### src/design/cpa_pkg.sv
package cpa_pkg;

  localparam int NUM_PAGES = 32;
  localparam int PAGE_KB   = 4;

  localparam int PAGE_W = $clog2(NUM_PAGES);
  localparam int CNT_W  = PAGE_W + 1;

  localparam int ID_W     = 8;
  localparam int SIZE_W   = 12;
  localparam int STATUS_W = 2;
  localparam int START_W  = 5;
  localparam int USED_W   = 11;
  localparam int FREED_W  = 6;
  localparam int FRAG_W   = 5;
  localparam int FREE_W   = 6;

  localparam logic [1:0] CMD_ADD   = 2'd0;
  localparam logic [1:0] CMD_KILL  = 2'd1;
  localparam logic [1:0] CMD_COUNT = 2'd2;

  localparam logic [STATUS_W-1:0] ST_OK     = 2'd0;
  localparam logic [STATUS_W-1:0] ST_NO_FIT = 2'd1;
  localparam logic [STATUS_W-1:0] ST_ZERO   = 2'd2;

  typedef logic [PAGE_W-1:0] page_idx_t;
  typedef logic [CNT_W-1:0]  page_cnt_t;

  typedef struct packed {
    logic            taken;
    logic [ID_W-1:0] owner;
  } page_entry_t;

  // Per-pass and per-page strobes from the sequencer to the run scanner.
  typedef struct packed {
    logic      init;
    logic      step;
    logic      page_free;
    page_idx_t page;
    logic      finish;
  } scan_ctl_t;

  typedef struct packed {
    logic      found;
    page_idx_t best_start;
    page_cnt_t best_len;
    page_cnt_t frags;
    page_cnt_t frees;
  } scan_res_t;

endpackage

### src/design/cpa_page_ram.sv
module cpa_page_ram
  import cpa_pkg::*;
(
  input  logic        clk,
  input  logic        we,
  input  page_idx_t   waddr,
  input  page_entry_t wdata,
  input  page_idx_t   raddr,
  output page_entry_t rdata
);

  page_entry_t mem [NUM_PAGES];

  always_ff @(posedge clk) begin
    if (we) begin
      mem[waddr] <= wdata;
    end
    rdata <= mem[raddr];
  end

endmodule

### src/design/cpa_run_scan.sv
module cpa_run_scan
  import cpa_pkg::*;
(
  input  logic              clk,
  input  logic              rst,
  input  scan_ctl_t         ctl,
  input  logic [USED_W-1:0] need,
  input  logic              best_fit,
  output scan_res_t         res
);

  logic      prev_free;
  page_idx_t cur_start;
  page_cnt_t cur_len;
  logic      close_run;
  logic      better;

  // A run closes on the first taken page after it, or at the end of the pass.
  assign close_run = (ctl.step && !ctl.page_free && prev_free) || (ctl.finish && prev_free);

  always_comb begin
    better = ({{(USED_W-CNT_W){1'b0}}, cur_len} >= need) &&
             (!res.found ||
              (!best_fit && (cur_len > res.best_len)) ||
              (best_fit && (cur_len < res.best_len)));
  end

  always_ff @(posedge clk) begin
    if (rst || ctl.init) begin
      prev_free      <= 1'b0;
      cur_start      <= '0;
      cur_len        <= '0;
      res            <= '0;
    end else begin
      if (close_run && better) begin
        res.found      <= 1'b1;
        res.best_start <= cur_start;
        res.best_len   <= cur_len;
      end
      if (ctl.step) begin
        prev_free <= ctl.page_free;
        if (ctl.page_free) begin
          res.frees <= res.frees + 1'b1;
          if (!prev_free) begin
            cur_start <= ctl.page;
            cur_len   <= page_cnt_t'(1);
            res.frags <= res.frags + 1'b1;
          end else begin
            cur_len <= cur_len + 1'b1;
          end
        end
      end
      if (ctl.finish) begin
        prev_free <= 1'b0;
      end
    end
  end

endmodule

### src/design/contiguous_page_allocator_top.sv
// Contiguous page allocator. The block owns a pool of 32 pages of 4 KB, each
// free or owned by an 8-bit program id, kept in a single-port-write page RAM.
// A request is taken when start is high and busy is low; command selects add
// (round size_kb up to whole pages and place them at the start of one free
// run), kill (free every page owned by program_id) or fragment count. Every
// request returns exactly one result, shown for a single cycle with done high;
// the receiver cannot stall it, so it must capture the result on that cycle.
// Each request makes one sequential read-modify-write pass over the page RAM,
// one page per cycle, and busy stays high until the result; a successful add
// first writes its pages, one per cycle, before returning it.
// After reset the block clears every page of the page RAM and holds busy high.
// The fit_mode register (0 largest free run, 1 smallest run that fits) is
// written through cfg_we and cfg_wdata and must only change while busy is low
// and no result is pending.
module contiguous_page_allocator_top
  import cpa_pkg::*;
(
  input  logic                clk,
  input  logic                rst,
  input  logic                cfg_we,
  input  logic                cfg_wdata,
  input  logic                start,
  output logic                busy,
  input  logic [1:0]          command,
  input  logic [ID_W-1:0]     program_id,
  input  logic [SIZE_W-1:0]   size_kb,
  output logic                done,
  output logic [STATUS_W-1:0] status,
  output logic [START_W-1:0]  start_page,
  output logic [USED_W-1:0]   pages_used,
  output logic [FREED_W-1:0]  freed_pages,
  output logic [FRAG_W-1:0]   fragment_count,
  output logic [FREE_W-1:0]   free_pages
);

  typedef enum logic [2:0] {
    S_CLEAR,
    S_IDLE,
    S_SCAN,
    S_FINISH,
    S_CHECK,
    S_WRITE
  } state_t;

  state_t state;

  logic              fit_mode;
  page_cnt_t         cnt;
  logic              rd_valid;
  page_idx_t         rd_page;
  page_idx_t         wr_addr;
  page_cnt_t         freed;
  logic [1:0]        cmd_q;
  logic [ID_W-1:0]   id_q;
  logic [USED_W-1:0] used_q;

  logic              ram_we;
  page_idx_t         ram_waddr;
  page_entry_t       ram_wdata;
  page_entry_t       rd_entry;
  logic              issuing;
  logic              match;
  scan_ctl_t         scan_ctl;
  scan_res_t         scan_res;

  logic [SIZE_W:0]   size_round;
  logic [USED_W-1:0] used_calc;
  logic              is_add;
  logic              alloc_ok;
  logic              full_run;
  logic [STATUS_W-1:0] status_calc;
  page_cnt_t         frags_calc;
  page_cnt_t         frees_calc;

  assign busy = (state != S_IDLE);

  // Size in pages, rounded up.
  assign size_round = {1'b0, size_kb} + (SIZE_W+1)'(PAGE_KB - 1);
  assign used_calc  = USED_W'(size_round / PAGE_KB);

  // Reads are issued one page per cycle; data comes back from the registered RAM read port.
  assign issuing = (state == S_SCAN) && (cnt < page_cnt_t'(NUM_PAGES));

  // A kill frees a page on the same pass that reads it.
  assign match = rd_valid && (cmd_q == CMD_KILL) && rd_entry.taken && (rd_entry.owner == id_q);

  always_comb begin
    scan_ctl.init      = (state == S_IDLE) && start;
    scan_ctl.step      = rd_valid;
    scan_ctl.page_free = !rd_entry.taken || match;
    scan_ctl.page      = rd_page;
    scan_ctl.finish    = (state == S_FINISH);
  end

  always_comb begin
    ram_we    = 1'b0;
    ram_waddr = rd_page;
    ram_wdata = '{taken: 1'b0, owner: rd_entry.owner};
    unique case (state)
      S_CLEAR: begin
        ram_we    = 1'b1;
        ram_waddr = cnt[PAGE_W-1:0];
        ram_wdata = '0;
      end
      S_SCAN: begin
        ram_we = match;
      end
      S_WRITE: begin
        ram_we    = 1'b1;
        ram_waddr = wr_addr;
        ram_wdata = '{taken: 1'b1, owner: id_q};
      end
      default: begin
        ram_we = 1'b0;
      end
    endcase
  end

  cpa_page_ram u_ram (
    .clk   (clk),
    .we    (ram_we),
    .waddr (ram_waddr),
    .wdata (ram_wdata),
    .raddr (cnt[PAGE_W-1:0]),
    .rdata (rd_entry)
  );

  cpa_run_scan u_scan (
    .clk      (clk),
    .rst      (rst),
    .ctl      (scan_ctl),
    .need     (used_q),
    .best_fit (fit_mode),
    .res      (scan_res)
  );

  // The scanner counts the pool as it stood before an add; an add placed at
  // the head of a run removes that run only when it fills it completely.
  always_comb begin
    is_add   = (cmd_q == CMD_ADD);
    alloc_ok = is_add && (used_q != '0) && scan_res.found;
    full_run = ({{(USED_W-CNT_W){1'b0}}, scan_res.best_len} == used_q);
    if (is_add && (used_q == '0)) begin
      status_calc = ST_ZERO;
    end else if (is_add && !scan_res.found) begin
      status_calc = ST_NO_FIT;
    end else begin
      status_calc = ST_OK;
    end
    frags_calc = scan_res.frags - page_cnt_t'(alloc_ok && full_run);
    frees_calc = scan_res.frees - (alloc_ok ? used_q[CNT_W-1:0] : '0);
  end

  always_ff @(posedge clk) begin
    if (rst) begin
      state    <= S_CLEAR;
      cnt      <= '0;
      rd_valid <= 1'b0;
      done     <= 1'b0;
      fit_mode <= 1'b0;
    end else begin
      done     <= 1'b0;
      rd_valid <= issuing;
      rd_page  <= cnt[PAGE_W-1:0];
      if (cfg_we) begin
        fit_mode <= cfg_wdata;
      end
      unique case (state)
        S_CLEAR: begin
          cnt <= cnt + 1'b1;
          if (cnt == page_cnt_t'(NUM_PAGES - 1)) begin
            cnt   <= '0;
            state <= S_IDLE;
          end
        end
        S_IDLE: begin
          if (start) begin
            cmd_q  <= command;
            id_q   <= program_id;
            used_q <= (command == CMD_ADD) ? used_calc : '0;
            cnt    <= '0;
            freed  <= '0;
            state  <= S_SCAN;
          end
        end
        S_SCAN: begin
          if (issuing) begin
            cnt <= cnt + 1'b1;
          end
          if (match) begin
            freed <= freed + 1'b1;
          end
          if (rd_valid && (rd_page == page_idx_t'(NUM_PAGES - 1))) begin
            state <= S_FINISH;
          end
        end
        S_FINISH: begin
          state <= S_CHECK;
        end
        S_CHECK: begin
          if (alloc_ok) begin
            wr_addr <= scan_res.best_start;
            cnt     <= '0;
            state   <= S_WRITE;
          end else begin
            status         <= status_calc;
            start_page     <= '0;
            pages_used     <= used_q;
            freed_pages    <= FREED_W'(freed);
            fragment_count <= FRAG_W'(frags_calc);
            free_pages     <= FREE_W'(frees_calc);
            done           <= 1'b1;
            state          <= S_IDLE;
          end
        end
        S_WRITE: begin
          wr_addr <= wr_addr + 1'b1;
          cnt     <= cnt + 1'b1;
          if ({{(USED_W-CNT_W){1'b0}}, cnt} == (used_q - USED_W'(1))) begin
            status         <= status_calc;
            start_page     <= START_W'(scan_res.best_start);
            pages_used     <= used_q;
            freed_pages    <= '0;
            fragment_count <= FRAG_W'(frags_calc);
            free_pages     <= FREE_W'(frees_calc);
            done           <= 1'b1;
            state          <= S_IDLE;
          end
        end
        default: begin
          state <= S_IDLE;
        end
      endcase
    end
  end

endmodule

### config.mk
export PLATFORM = sky130hd
export DESIGN_NAME = contiguous_page_allocator_top
export DESIGN_NICKNAME = d
export VERILOG_FILES = /design/src/design/cpa_pkg.sv /design/src/design/cpa_page_ram.sv /design/src/design/cpa_run_scan.sv /design/src/design/contiguous_page_allocator_top.sv
export SDC_FILE = /design/constraint.sdc
export NUM_CORES = 1
export LEC_CHECK = 0
export BUFFER_PORTS_ARGS = -buffer_cell sky130_fd_sc_hd__buf_2
export CAP_MARGIN = 20
export CELL_PAD_IN_SITES_DETAIL_PLACEMENT = 1
export CELL_PAD_IN_SITES_GLOBAL_PLACEMENT = 1
export CORE_MARGIN = 5
export CORE_UTILIZATION = 55
export CTS_BUF_LIST = sky130_fd_sc_hd__clkbuf_8
export DETAILED_ROUTE_END_ITERATION = 10
export PLACE_DENSITY = 0.8
export SYNTH_ARGS = -nofsm -noshare
export SYNTH_HDL_FRONTEND = slang
export SYNTH_SLANG_ARGS = --single-unit
export TNS_END_PERCENT = 1
### constraint.sdc
create_clock -name clk -period 6.36 [get_ports clk]
set_clock_uncertainty 0.15 [all_clocks]
set_input_delay 0.318 -clock clk [delete_from_list [all_inputs] [get_ports clk]]
set_output_delay 0.318 -clock clk [all_outputs]
set_load 0.02 [all_outputs]
==> reports/metrics.cfg <==
[cts]
cts_setup_buffers = 0
clockBufferDepth = 3
cts_resized = 0
cts.clk_slew.worst_paths_ns = 0.07
cts-root-buf = clkbuf_8
cts_tree = built
cts_max_level = 3
numCtsBuffers = 70
ctsHoldBuffers = 28
clock_sinks = 416
clk-insertion-delay-late_ns = 0.62

[logic_synthesis]
synthSimpleGateAreaFrac = 0.0774
syn-num-nets = 1166
synth_top_family_by_area = multiplexers
synth.area.mux_share = 0.123
synth_edf_count = 360
yosysWarningCount = 0
yosysUniqueCellTypes = 69
synth-seq-cells = 416
avgSynthCellArea_um2 = 15.8
synth_top_flop_cell = edfxtp_1
synth.cell_area_um2 = 17600
synth_xor_area_frac = 0.0289
seq_area_frac_synth = 0.679
synth_compound_area_frac = 0.0474
synth_cells = 1111
synth_adder_area_share = 0.0204
synthArstFlopShare = 0

[global_route]
grt_overflow = 0
first_global_vias = 11053
antenna_found_initial = 2
grt_max_degree = 77
grt_use_total = 0.266
grt_pass1_wl_um = 71000

[drt]
drc = 0
drtIter0Drc = 776
wire_per_inst_um = 27.8
drt-total-wl_um = 47000
num_vias = 10522
antenna_left = 0
dr.pass1.iters = 5
avgViaCountPerCell = 6.22

[status]
status = complete, no violations

[die]
boundaryPins = 64
rows = 65
die_w_um = 189
core_area_um2 = 31600
die_h_um = 189
start_util = 0.557
die_area_um2 = 35600

[pwr]
intPower_mw = 4.34
power.density_nw_per_um2 = 284
leakagePower_nw = 6.85
power.share.sequential = 0.529
power_mw = 5.67
pwr-share-clk = 0.416
p_switching_mw = 1.32
p_comb_frac = 0.055
max-vdd-ir-drop_uv = 311
switching_share = 0.234

[timing]
fin_setup_tns_ns = 0
rsz0062_at_grt = false
finalMaxSlewViolations = 0
tightest_slew_ns = 1.10
finalCriticalPeriod_ns = 3.94
fmax_mhz = 254
final-hold-violation-count = 0
min_period_over_period = 0.620
setup_viol_count_final = 0
relSlewSlack = 0.265

[finish]
final-instance-count-excl-fill = 1693
drive_above_1_share = 0.219
finish.utilization = 0.632
fin_nets = 1293
area_growth_pct = 13.6

[hold_path]
hp-class = in2reg

[setup_path]
startpoint_type = register
slowest_stage = nor2_1
slowest_delay_ns = 0.87
path_delay_family = simple AND/OR/NAND/NOR gates
path_cells = nand4b_1 > nor4_2 > a31oi_1 > o31ai_1 > nand3_1 > nor2_1
worst-path-buf-inv = 0
crit_fanout = 16
crit_type = reg2reg
crit_path_end_kind = register
required_ns = 6.44
worstPathArrival_ns = 4.02

[placed_design]
place_congestion = 0.818
numPortBuffers = 63
dp.cells = 1536
post-dp-hpwl_um = 28600

[job]
drv_cap = 0

area by class of cell:
| type | instances | area (um2) |
|---|---|---|
| Inverter | 45 | 169 |
| Sequential cell | 416 | 11900 |
| Fill cell | 2851 | 11600 |
| Timing Repair Buffer | 105 | 756 |
| Clock buffer | 72 | 991 |
| Clock inverter | 52 | 345 |
| Multi-Input combinational cell | 600 | 5240 |
| Antenna cell | 1 | 2.50 |
| Tap cell | 402 | 503 |
power by group through the flow:
stage	clock (mW)	combinational, mW	sequential [mW]
after floorplan	0	0.211	3.04
after global placement	0	0.278	3.05
after detailed placement	0	0.285	3.06
after CTS	2.40	0.302	3.00
after global routing	2.55	0.324	3.00
final	2.36	0.313	3.00
stage by stage:
stage	setup slack, ns	area [um2]	hold WS, ns
floorplan	2.57	17600	0.256
global placement	2.57	18200	0.305
detailed placement	2.55	18200	0.318
CTS	2.45	19900	0.0132
global route	2.29	19900	0.0474
finish	2.42	19900	0.0595
cells by family after synthesis:
group,after synthesis
XOR/XNOR,58
AO/OA/AOI/OAI,129
adder cells (fa/ha/maj),28
multiplexers,103
AND/OR/NAND/NOR,282
flip-flops,416
buffers and inverters,95
path summary, 6_finish.rpt:
| kind | start | endpoint | slack (ns) | cells past startpoint |
|---|---|---|---|---|
| max | rd_valid$_SDFF_PP0_ | u_ram.mem[15][8]$_DFFE_PP_ | 2.42 | 6 |
| max reg2reg | rd_valid$_SDFF_PP0_ | u_ram.mem[15][8]$_DFFE_PP_ | 2.42 | 6 |
| min | size_kb[0] | used_q[0]$_SDFFCE_PP0P_ | 0.06 | 3 |
| min reg2reg | u_scan.cur_start[3]$_SDFFE_PP0P_ | u_scan.res[21]$_SDFFE_PP0P_ | 0.33 | 2 |
registers in the layout (all words and copies together), names as in the netlist, 6 cells and up:
signal          flops
free_pages          6
freed               6
cnt                 6
id_q                8
u_scan.cur_len      6
u_ram.rdata         9
freed_pages         6
u_scan.res         23
u_ram.mem         288
pages_used         11
used_q             11
worst min-delay path, stage by stage:
cell    delay [ns]
buf_2         0.11
o21a_1        0.16
nor3_1        0.07
cells in the final DEF (no fill, tap or decap), types with 5 or more instances in the layout:
cell type      synthesis  layout
nor2_1               102     100
clkbuf_8               0      72
mux2_2                 9       9
a21oi_1               34      34
nand2b_1               8       8
edfxtp_1             360     360
dfxtp_1               56      54
buf_4                  0      10
dlygate4sd3_1          0      28
clkinv_1               1      21
o21ai_0               13      13
buf_2                 14      63
mux4_2                90      90
nand2_1               55      55
inv_1                 42      57
nor2b_1                7       7
nand4_1                8       8
a21o_1                 5       5
xor2_1                36      36
and2_1                17      17
and3_1                12      12
ha_1                  27      27
o21ai_1               24      24
nand3_1               41      41
o211ai_1               7       7
xnor2_1               22      22
nor3_1                 9       9
clkinv_2               0       6
per-layer routing:
layer / global-route usage / wire, um / up-vias
li1: - / - / 4545
met1: 0.341 / 18300 / 5413
met2: 0.452 / 24000 / 455
met3: 0.0561 / 3010 / 107
met4: 0.0959 / 1640 / 2
met5: 0 / 20 / -
synth_stat cells (all sizes together), types with 9 or more instances:
library cell  instances  share of area
xor2                 36          0.018
and3                 12         0.0043
nand3                41          0.012
a21oi                34         0.0097
nand2                55          0.012
clkbuf               27         0.0058
ha                   27          0.019
mux4                 90           0.12
and2                 18         0.0064
nor2                102          0.022
dfxtp                56          0.064
mux2                  9         0.0058
inv                  44         0.0094
xnor2                22          0.011
o21ai                38          0.011
buf                  23         0.0076
nor3                  9         0.0026
edfxtp              360           0.62
Note: power is estimated with default switching activity, not from simulation.
